### src/rtl/ybs_pkg.sv
package ybs_pkg;

  // fixed point widths: products of 9-bit signed luma and 8-bit signed chroma samples by Q10 weights
  localparam int PROD_W = 21;
  localparam int SUM_W  = 22;
  localparam int Q_SHIFT = 10;

  // Q10 coefficients
  localparam logic signed [PROD_W-1:0] K_LUMA     = PROD_W'(1192);
  localparam logic signed [PROD_W-1:0] K_RED_C2   = PROD_W'(2066);
  localparam logic signed [PROD_W-1:0] K_GREEN_C1 = PROD_W'(833);
  localparam logic signed [PROD_W-1:0] K_GREEN_C2 = PROD_W'(400);
  localparam logic signed [PROD_W-1:0] K_BLUE_C1  = PROD_W'(1634);

  localparam logic signed [8:0] LUMA_OFFSET = 9'sd16;
  localparam logic [7:0] CHROMA_FLIP = 8'h80;

  // one packed yuyv group
  typedef struct packed {
    logic [7:0] luma_0;
    logic [7:0] chroma_first;
    logic [7:0] luma_1;
    logic [7:0] chroma_second;
    logic       last_in_frame;
  } ybs_group_t;

  // weighted terms after the multiplier stage
  typedef struct packed {
    logic signed [PROD_W-1:0] luma_0;
    logic signed [PROD_W-1:0] luma_1;
    logic signed [PROD_W-1:0] red_c2;
    logic signed [PROD_W-1:0] green_c1;
    logic signed [PROD_W-1:0] green_c2;
    logic signed [PROD_W-1:0] blue_c1;
    logic                     last;
  } ybs_prod_t;

  // channel sums before clamping
  typedef struct packed {
    logic signed [SUM_W-1:0] blue_0;
    logic signed [SUM_W-1:0] green_0;
    logic signed [SUM_W-1:0] red_0;
    logic signed [SUM_W-1:0] blue_1;
    logic signed [SUM_W-1:0] green_1;
    logic signed [SUM_W-1:0] red_1;
    logic                    last;
  } ybs_sum_t;

  // two bgr pixels
  typedef struct packed {
    logic [7:0] blue_0;
    logic [7:0] green_0;
    logic [7:0] red_0;
    logic [7:0] blue_1;
    logic [7:0] green_1;
    logic [7:0] red_1;
    logic       frame_end;
  } ybs_bgr_t;

endpackage

### src/rtl/ybs_if.sv
// input channel: one yuyv group per request
interface ybs_in_if;
  logic       valid;
  logic       ready;
  logic [7:0] luma_0;
  logic [7:0] chroma_first;
  logic [7:0] luma_1;
  logic [7:0] chroma_second;
  logic       last_in_frame;

  modport source (
    output valid, luma_0, chroma_first, luma_1, chroma_second, last_in_frame,
    input  ready
  );
  modport sink (
    input  valid, luma_0, chroma_first, luma_1, chroma_second, last_in_frame,
    output ready
  );
endinterface

// result channel: two bgr pixels per request
interface ybs_out_if;
  logic       valid;
  logic       ready;
  logic [7:0] blue_0;
  logic [7:0] green_0;
  logic [7:0] red_0;
  logic [7:0] blue_1;
  logic [7:0] green_1;
  logic [7:0] red_1;
  logic       frame_end;

  modport source (
    output valid, blue_0, green_0, red_0, blue_1, green_1, red_1, frame_end,
    input  ready
  );
  modport sink (
    input  valid, blue_0, green_0, red_0, blue_1, green_1, red_1, frame_end,
    output ready
  );
endinterface

### src/rtl/yuyv_to_bgr_stream_unit.sv
// Converts packed YUYV groups (two luma bytes sharing one chroma pair) into two
// BGR pixels each, using Q10 coefficients 1192/2066/833/400/1634 with luma offset
// 16 and chroma offset 128, floor by 1024 and clamp to 0..255; the frame-end flag
// rides along. One group is accepted every clock while the output is not stalled; the multiplier,
// adder and clamp register stages lie between input request and result.
// A stalled output holds its result and back-pressure reaches the input only once
// all three stages are full. Reset clears the stage valid bits only.
module yuyv_to_bgr_stream_unit (
  input logic       clk,
  input logic       rst_n,
  ybs_in_if.sink    in_ch,
  ybs_out_if.source out_ch
);

  ybs_pkg::ybs_group_t in_data;
  ybs_pkg::ybs_prod_t  prod_data;
  ybs_pkg::ybs_sum_t   sum_data;
  ybs_pkg::ybs_bgr_t   bgr_data;

  logic prod_valid;
  logic prod_ready;
  logic sum_valid;
  logic sum_ready;

  // input payload
  always_comb begin
    in_data.luma_0        = in_ch.luma_0;
    in_data.chroma_first  = in_ch.chroma_first;
    in_data.luma_1        = in_ch.luma_1;
    in_data.chroma_second = in_ch.chroma_second;
    in_data.last_in_frame = in_ch.last_in_frame;
  end

  ybs_mult u_mult (
    .clk      (clk),
    .rst_n    (rst_n),
    .up_valid (in_ch.valid),
    .up_ready (in_ch.ready),
    .up_data  (in_data),
    .dn_valid (prod_valid),
    .dn_ready (prod_ready),
    .dn_data  (prod_data)
  );

  ybs_sum u_sum (
    .clk      (clk),
    .rst_n    (rst_n),
    .up_valid (prod_valid),
    .up_ready (prod_ready),
    .up_data  (prod_data),
    .dn_valid (sum_valid),
    .dn_ready (sum_ready),
    .dn_data  (sum_data)
  );

  ybs_clamp u_clamp (
    .clk      (clk),
    .rst_n    (rst_n),
    .up_valid (sum_valid),
    .up_ready (sum_ready),
    .up_data  (sum_data),
    .dn_valid (out_ch.valid),
    .dn_ready (out_ch.ready),
    .dn_data  (bgr_data)
  );

  // result payload
  always_comb begin
    out_ch.blue_0    = bgr_data.blue_0;
    out_ch.green_0   = bgr_data.green_0;
    out_ch.red_0     = bgr_data.red_0;
    out_ch.blue_1    = bgr_data.blue_1;
    out_ch.green_1   = bgr_data.green_1;
    out_ch.red_1     = bgr_data.red_1;
    out_ch.frame_end = bgr_data.frame_end;
  end

  // ready sink means every stage can advance
  a_ready_chain: assert property (@(posedge clk) disable iff (!rst_n)
    out_ch.ready |-> in_ch.ready)
    else $error("input stalled while output sink is ready");

  // input back-pressure only with every stage register full
  a_stall_full: assert property (@(posedge clk) disable iff (!rst_n)
    !in_ch.ready |-> (out_ch.valid && prod_valid && sum_valid))
    else $error("input stalled with a bubble in the pipeline");

  // a stalled middle stage holds its request
  a_sum_hold: assert property (@(posedge clk) disable iff (!rst_n)
    (sum_valid && !sum_ready) |=> (sum_valid && $stable(sum_data)))
    else $error("sum stage changed while stalled");

  // nothing leaves right after reset
  a_reset_empty: assert property (@(posedge clk)
    !rst_n |=> !out_ch.valid)
    else $error("result valid right after reset");

endmodule

### src/rtl/ybs_mult.sv
module ybs_mult (
  input  logic                clk,
  input  logic                rst_n,
  input  logic                up_valid,
  output logic                up_ready,
  input  ybs_pkg::ybs_group_t up_data,
  output logic                dn_valid,
  input  logic                dn_ready,
  output ybs_pkg::ybs_prod_t  dn_data
);

  logic               vld_r;
  ybs_pkg::ybs_prod_t data_r;
  ybs_pkg::ybs_prod_t data_nxt;

  logic signed [8:0] y0;
  logic signed [8:0] y1;
  logic signed [7:0] c1;
  logic signed [7:0] c2;

  // remove offsets: chroma offset of 128 is a flip of the top bit
  always_comb begin
    y0 = $signed({1'b0, up_data.luma_0}) - ybs_pkg::LUMA_OFFSET;
    y1 = $signed({1'b0, up_data.luma_1}) - ybs_pkg::LUMA_OFFSET;
    c1 = $signed(up_data.chroma_first ^ ybs_pkg::CHROMA_FLIP);
    c2 = $signed(up_data.chroma_second ^ ybs_pkg::CHROMA_FLIP);
  end

  // constant weight products
  always_comb begin
    data_nxt.luma_0   = ybs_pkg::PROD_W'(y0) * ybs_pkg::K_LUMA;
    data_nxt.luma_1   = ybs_pkg::PROD_W'(y1) * ybs_pkg::K_LUMA;
    data_nxt.red_c2   = ybs_pkg::PROD_W'(c2) * ybs_pkg::K_RED_C2;
    data_nxt.green_c1 = ybs_pkg::PROD_W'(c1) * ybs_pkg::K_GREEN_C1;
    data_nxt.green_c2 = ybs_pkg::PROD_W'(c2) * ybs_pkg::K_GREEN_C2;
    data_nxt.blue_c1  = ybs_pkg::PROD_W'(c1) * ybs_pkg::K_BLUE_C1;
    data_nxt.last     = up_data.last_in_frame;
  end

  assign up_ready = !vld_r || dn_ready;

  // stage register
  always_ff @(posedge clk) begin
    if (!rst_n) begin
      vld_r <= 1'b0;
    end else if (up_ready) begin
      vld_r <= up_valid;
    end
  end

  always_ff @(posedge clk) begin
    if (up_ready && up_valid) begin
      data_r <= data_nxt;
    end
  end

  assign dn_valid = vld_r;
  assign dn_data  = data_r;

endmodule

### src/rtl/ybs_sum.sv
module ybs_sum (
  input  logic               clk,
  input  logic               rst_n,
  input  logic               up_valid,
  output logic               up_ready,
  input  ybs_pkg::ybs_prod_t up_data,
  output logic               dn_valid,
  input  logic               dn_ready,
  output ybs_pkg::ybs_sum_t  dn_data
);

  logic              vld_r;
  ybs_pkg::ybs_sum_t data_r;
  ybs_pkg::ybs_sum_t data_nxt;

  logic signed [ybs_pkg::SUM_W-1:0] ly0;
  logic signed [ybs_pkg::SUM_W-1:0] ly1;
  logic signed [ybs_pkg::SUM_W-1:0] red_t;
  logic signed [ybs_pkg::SUM_W-1:0] green_t;
  logic signed [ybs_pkg::SUM_W-1:0] blue_t;

  // shared chroma terms, then one add per channel and pixel
  always_comb begin
    ly0     = ybs_pkg::SUM_W'(up_data.luma_0);
    ly1     = ybs_pkg::SUM_W'(up_data.luma_1);
    red_t   = ybs_pkg::SUM_W'(up_data.red_c2);
    green_t = -ybs_pkg::SUM_W'(up_data.green_c1) - ybs_pkg::SUM_W'(up_data.green_c2);
    blue_t  = ybs_pkg::SUM_W'(up_data.blue_c1);

    data_nxt.blue_0  = ly0 + blue_t;
    data_nxt.green_0 = ly0 + green_t;
    data_nxt.red_0   = ly0 + red_t;
    data_nxt.blue_1  = ly1 + blue_t;
    data_nxt.green_1 = ly1 + green_t;
    data_nxt.red_1   = ly1 + red_t;
    data_nxt.last    = up_data.last;
  end

  assign up_ready = !vld_r || dn_ready;

  // stage register
  always_ff @(posedge clk) begin
    if (!rst_n) begin
      vld_r <= 1'b0;
    end else if (up_ready) begin
      vld_r <= up_valid;
    end
  end

  always_ff @(posedge clk) begin
    if (up_ready && up_valid) begin
      data_r <= data_nxt;
    end
  end

  assign dn_valid = vld_r;
  assign dn_data  = data_r;

endmodule

### src/rtl/ybs_clamp.sv
module ybs_clamp (
  input  logic              clk,
  input  logic              rst_n,
  input  logic              up_valid,
  output logic              up_ready,
  input  ybs_pkg::ybs_sum_t up_data,
  output logic              dn_valid,
  input  logic              dn_ready,
  output ybs_pkg::ybs_bgr_t dn_data
);

  logic              vld_r;
  ybs_pkg::ybs_bgr_t data_r;
  ybs_pkg::ybs_bgr_t data_nxt;

  // floor by 1024 and saturate to 0..255
  function automatic logic [7:0] sat_channel(input logic signed [ybs_pkg::SUM_W-1:0] sum);
    logic [7:0] res;
    if (sum[ybs_pkg::SUM_W-1]) begin
      res = 8'd0;
    end else if (|sum[ybs_pkg::SUM_W-2:ybs_pkg::Q_SHIFT+8]) begin
      res = 8'hFF;
    end else begin
      res = sum[ybs_pkg::Q_SHIFT+7:ybs_pkg::Q_SHIFT];
    end
    return res;
  endfunction

  always_comb begin
    data_nxt.blue_0    = sat_channel(up_data.blue_0);
    data_nxt.green_0   = sat_channel(up_data.green_0);
    data_nxt.red_0     = sat_channel(up_data.red_0);
    data_nxt.blue_1    = sat_channel(up_data.blue_1);
    data_nxt.green_1   = sat_channel(up_data.green_1);
    data_nxt.red_1     = sat_channel(up_data.red_1);
    data_nxt.frame_end = up_data.last;
  end

  assign up_ready = !vld_r || dn_ready;

  // output register
  always_ff @(posedge clk) begin
    if (!rst_n) begin
      vld_r <= 1'b0;
    end else if (up_ready) begin
      vld_r <= up_valid;
    end
  end

  always_ff @(posedge clk) begin
    if (up_ready && up_valid) begin
      data_r <= data_nxt;
    end
  end

  assign dn_valid = vld_r;
  assign dn_data  = data_r;

endmodule

### src/flat_wrapper.sv
// flat-port wrapper written by rule: the top's interface ports become plain ports
module yuyv_to_bgr_stream_unit_flat 
  (clk, rst_n, in_ch_valid, in_ch_luma_0, in_ch_chroma_first, in_ch_luma_1, in_ch_chroma_second, in_ch_last_in_frame, in_ch_ready, out_ch_valid, out_ch_blue_0, out_ch_green_0, out_ch_red_0, out_ch_blue_1, out_ch_green_1, out_ch_red_1, out_ch_frame_end, out_ch_ready);
  ybs_in_if in_ch_i ();
  ybs_out_if out_ch_i ();
  input logic clk;
  input logic rst_n;
  input wire logic [$bits(in_ch_i.valid)-1:0] in_ch_valid;
  input wire logic [$bits(in_ch_i.luma_0)-1:0] in_ch_luma_0;
  input wire logic [$bits(in_ch_i.chroma_first)-1:0] in_ch_chroma_first;
  input wire logic [$bits(in_ch_i.luma_1)-1:0] in_ch_luma_1;
  input wire logic [$bits(in_ch_i.chroma_second)-1:0] in_ch_chroma_second;
  input wire logic [$bits(in_ch_i.last_in_frame)-1:0] in_ch_last_in_frame;
  output wire logic [$bits(in_ch_i.ready)-1:0] in_ch_ready;
  output wire logic [$bits(out_ch_i.valid)-1:0] out_ch_valid;
  output wire logic [$bits(out_ch_i.blue_0)-1:0] out_ch_blue_0;
  output wire logic [$bits(out_ch_i.green_0)-1:0] out_ch_green_0;
  output wire logic [$bits(out_ch_i.red_0)-1:0] out_ch_red_0;
  output wire logic [$bits(out_ch_i.blue_1)-1:0] out_ch_blue_1;
  output wire logic [$bits(out_ch_i.green_1)-1:0] out_ch_green_1;
  output wire logic [$bits(out_ch_i.red_1)-1:0] out_ch_red_1;
  output wire logic [$bits(out_ch_i.frame_end)-1:0] out_ch_frame_end;
  input wire logic [$bits(out_ch_i.ready)-1:0] out_ch_ready;
  assign in_ch_i.valid = in_ch_valid;
  assign in_ch_i.luma_0 = in_ch_luma_0;
  assign in_ch_i.chroma_first = in_ch_chroma_first;
  assign in_ch_i.luma_1 = in_ch_luma_1;
  assign in_ch_i.chroma_second = in_ch_chroma_second;
  assign in_ch_i.last_in_frame = in_ch_last_in_frame;
  assign in_ch_ready = in_ch_i.ready;
  assign out_ch_valid = out_ch_i.valid;
  assign out_ch_blue_0 = out_ch_i.blue_0;
  assign out_ch_green_0 = out_ch_i.green_0;
  assign out_ch_red_0 = out_ch_i.red_0;
  assign out_ch_blue_1 = out_ch_i.blue_1;
  assign out_ch_green_1 = out_ch_i.green_1;
  assign out_ch_red_1 = out_ch_i.red_1;
  assign out_ch_frame_end = out_ch_i.frame_end;
  assign out_ch_i.ready = out_ch_ready;
  yuyv_to_bgr_stream_unit u_core (.clk(clk), .rst_n(rst_n), .in_ch(in_ch_i), .out_ch(out_ch_i));
endmodule
### config.mk
export PLATFORM = sky130hd
export DESIGN_NAME = yuyv_to_bgr_stream_unit_flat
export DESIGN_NICKNAME = d
export VERILOG_FILES = /design/src/rtl/ybs_pkg.sv /design/src/rtl/ybs_if.sv /design/src/rtl/yuyv_to_bgr_stream_unit.sv /design/src/rtl/ybs_mult.sv /design/src/rtl/ybs_sum.sv /design/src/rtl/ybs_clamp.sv /design/src/flat_wrapper.sv
export SDC_FILE = /design/constraint.sdc
export NUM_CORES = 1
export LEC_CHECK = 0
export ABC_AREA = 1
export BUFFER_PORTS_ARGS = -buffer_cell sky130_fd_sc_hd__clkbuf_2
export CAP_MARGIN = 30
export CORE_MARGIN = 3
export CORE_UTILIZATION = 47
export CTS_CLUSTER_SIZE = 16
export DETAILED_ROUTE_END_ITERATION = 10
export GPL_TIMING_DRIVEN = 0
export PLACE_DENSITY = 0.6
export SLEW_MARGIN = 30
export SYNTH_ARGS = -nofsm -noshare
export SYNTH_HDL_FRONTEND = slang
export SYNTH_SLANG_ARGS = --single-unit
### constraint.sdc
create_clock -name clk -period 7.8 [get_ports clk]
set_clock_uncertainty 0.05 [all_clocks]
set_input_delay 0 -clock clk [delete_from_list [all_inputs] [get_ports clk]]
set_output_delay 0 -clock clk [all_outputs]
set_load 0.1 [all_outputs]
==> flow_summary.ini <==
[global_route]
antenna_found_initial = 0
use_met3_pct = 1.963
grtUsageTotal_pct = 21.35
grt-ovfl-total = 0
top_usage_layer = met2
grt_max_degree = 74
grt_pass1_wl_microns = 76150
grt_pass1_vias = 14590
grt_util_met1_pct = 29.69
use_met2_pct = 36.17

[setup_path]
cpPeakStageDelay_ns = 0.55
cp.required_ns = 8.04
critPathSlowestCell = xnor2_1
path_cells = inv_1 > ha_1 > ha_1 > nand2_1 > nor2_1 > inv_1 > o21ai_0 > a21oi_1 > xnor2_1 > ha_1 > nand2_1 > inv_1 > a21oi_1 > nor2_1 > a211oi_1 > nand3_1 > xor2_1
worstSetupEndpointType = flop
cp_max_fo = 5
worstSetupStartpointType = flop
critical_path_class = flop to flop
startpoint = u_core.u_mult.dn_data[32]
reg2reg_from = u_core.u_mult.dn_data[32]
critPathArrivalTime_ns = 4.61

[yosys]
ys_ff_latch = 226
synth_seq_area_share_pct = 33.85
yosysTopAreaCellShare_pct = 33.55
synthMuxAreaShare_pct = 0
synth_xor_area_share_pct = 6.319
synthTopCellsByCount = inv_1 (407), nand2_1 (370), ha_1 (355), edfxtp_1 (223), a21oi_1 (155)
yosysUniqueCellTypes = 47
syn_nets = 2657
synthCells = 2210
synth_compound_area_share_pct = 10.45
synth_top_family_by_area = adder cells
synth-adder-area-share_pct = 27.77
yosys-top-cells-area = edfxtp_1 (34%), ha_1 (22%), inv_1 (7.7%), nand2_1 (7.0%), fa_1 (5.5%)
syn_avg_cell_area_sq_um = 9.032
yosys.area_share.simple_pct = 13.75
synth_edf_count = 223
ys_warn_count = 0
async_flop_share_pct = 0
syn_area_sq_mm = 0.01996
synth_top_cell_by_area = edfxtp_1
synthFlopType = edfxtp_1
synthMostInstantiatedCell = inv_1

[placed_design]
gp_congestion = 0.9586
pre_cts_ws_ns = 3.252
dp.cells = 2833
port_buffers = 87
dp_hpwl_microns = 40250
placed_cell_area_sq_mm = 0.02117

[layout]
area_growth_syn_to_layout_pct = 11.81
multi_input_area_sq_mm = 0.01165
seqCellArea_sq_mm = 0.006756
finalNonFillerCells = 2907
final_layout_size_suffix_gt1_share_pct = 7.032
nNetsFinal = 2803
num-fill-cells = 3730
final_area_sq_mm = 0.02232
diodes = 0

[die]
fp.dieH_microns = 212.1
dieWidth_microns = 212.1
std_cell_rows = 74
ios = 88
initial_utilization_pct = 48.23
die-area_sq_mm = 0.04498
core-area_sq_mm = 0.04139

[hold_path]
hold_path_class = input port to flop
min_from = in_ch_chroma_second[5]

[clocking]
cts_made_buffers = 27
cts_tree = yes
cts.htree.levels = 1
cts.path.max_buffers = 3
cts.sinks = 226
clkTransAtPathRegs_ns = 0.06
cts_root_buf = clkbuf_16
clk_latency_ns = 0.54

[drt]
via_per_inst = 5.144
final_antenna_net_count = 0
routed_wl_microns = 47520
drc = 0
first_pass_iters = 5
wl_per_cell_microns = 16.35
vias = 14950
drtIter0Drc = 921

[sta]
slew_headroom_pct = 44.55
maxSlewViolCount = 0
finalSetupTns_ns = 0
grt_setup_unrepaired = no
worst-slew-pin-transition_ns = 0.8258
setup_ws_ns = 3.427
fin_crit_sh_pct = 56.06
fmax_mhz = 228.7
setup_viol = 0
timing.hold.ws_ns = 0.1091
period_needed_ns = 4.373
final-hold-violation-count = 0

[power]
p_leak_nw = 11.18
p_per_area_mw_per_mm2 = 414.0
ir_drop_mv = 0.2763

[run]
cap_violations = 0

[run_status]
status = finished clean
routing by layer:
layer | wire length [microns] | up-vias | share of wire [%]
met2 | 21820 | 316 | 46
met3 | 1960 | 70 | 4.1
met5 | 0 | - | 0
met4 | 1143 | 0 | 2.4
li1 | - | 7749 | -
met1 | 22590 | 6818 | 48
final timing paths:
kind	end	slack, ns	cells past startpoint
max reg2reg	u_core.u_sum.dn_data[43]	3.43	17
min reg2reg	u_core.u_sum.dn_data[0]	0.37	0
min	u_core.u_mult.dn_data[70]	0.11	4
max	u_core.u_sum.dn_data[43]	3.43	17
kinds of logic (layout without fill, tap and decap cells):
logic type / after synthesis / in the layout
AOI/OAI and AO/OA: 364 / 364
xor gates and xnor gates: 144 / 144
buffers and inverters: 416 / 581
adders and majority gates: 410 / 410
DFF: 226 / 226
and+or+nand+nor: 650 / 650
flip-flops by register name, indices dropped and copies added, names as in the netlist:
name / cells
u_core.u_clamp.dn_data: 49
u_core.u_mult.dn_data: 101
u_core.u_mult.dn_valid: 1
u_core.u_clamp.dn_valid: 1
u_core.u_sum.dn_valid: 1
u_core.u_sum.dn_data: 73
final cells by class:
class / count / share of cell area (%)
flip-flops and latches: 226 / 30.27
clock inverters: 19 / 0.9363
well taps: 532 / 2.983
clock buffers: 29 / 3.061
plain buffers: 7 / 0.1514
inverters: 409 / 6.913
multi-input cells: 1568 / 52.18
repair buffers: 117 / 3.498
cell usage in the layout, fill, tap and decap left out, types with 4 or more instances in the layout:
cell and instances:
or3_1 6, o211ai_1 5, nor4_1 8, clkbuf_2 87, inv_1 405, a21oi_1 154, o21ai_1 4, nor2_1 116
edfxtp_1 223, nand2_1 370, clkinv_1 5, a21o_1 27, nand3_1 93, dlygate4sd3_1 26, a21boi_0 8, ha_1 355
bufinv_16 4, nand3b_1 4, xnor2_1 34, xor2_1 110, o21bai_1 14, clkinvlp_4 5, o21ai_0 102, o21ai_2 10
nand4_1 21, clkbuf_16 27, nor3_1 16, nand2_2 9, fa_1 55, clkbuf_1 8, a31oi_1 18
metrics by stage:
step | total power [mW] | utilization (%)
5_1_grt | 10.07 | 53.92
3_3_place_gp | 7.859 | 50.89
4_1_cts | 9.210 | 53.92
3_5_place_dp | 7.907 | 51.14
2_1_floorplan | 6.304 | -
6_report | 9.240 | 53.92
report_power, final:
part	leakage [nW]	switching (mW)	internal [mW]
registers	2.16	0.238	1.99
clock network	0.420	0.480	0.763
logic	8.61	3.78	1.99
total	11.2	4.50	4.74
critical path: cells and delay by family, from the launching register on:
family	cells	cell delay (ns)
adders and majority gates	3	1.07
xor gates and xnor gates	2	0.72
AOI/OAI and AO/OA	4	0.95
DFF	1	0.39
buffers and inverters	3	0.20
and+or+nand+nor	5	0.76
repair_timing:
action                                 in CTS  in global routing
hold buffers                               26                  0
endpoints found under the hold margin      65                  0
resized for setup                           0                  0
buffers inserted                            0                  0
No activity file was read; power rests on OpenSTA's default activity.
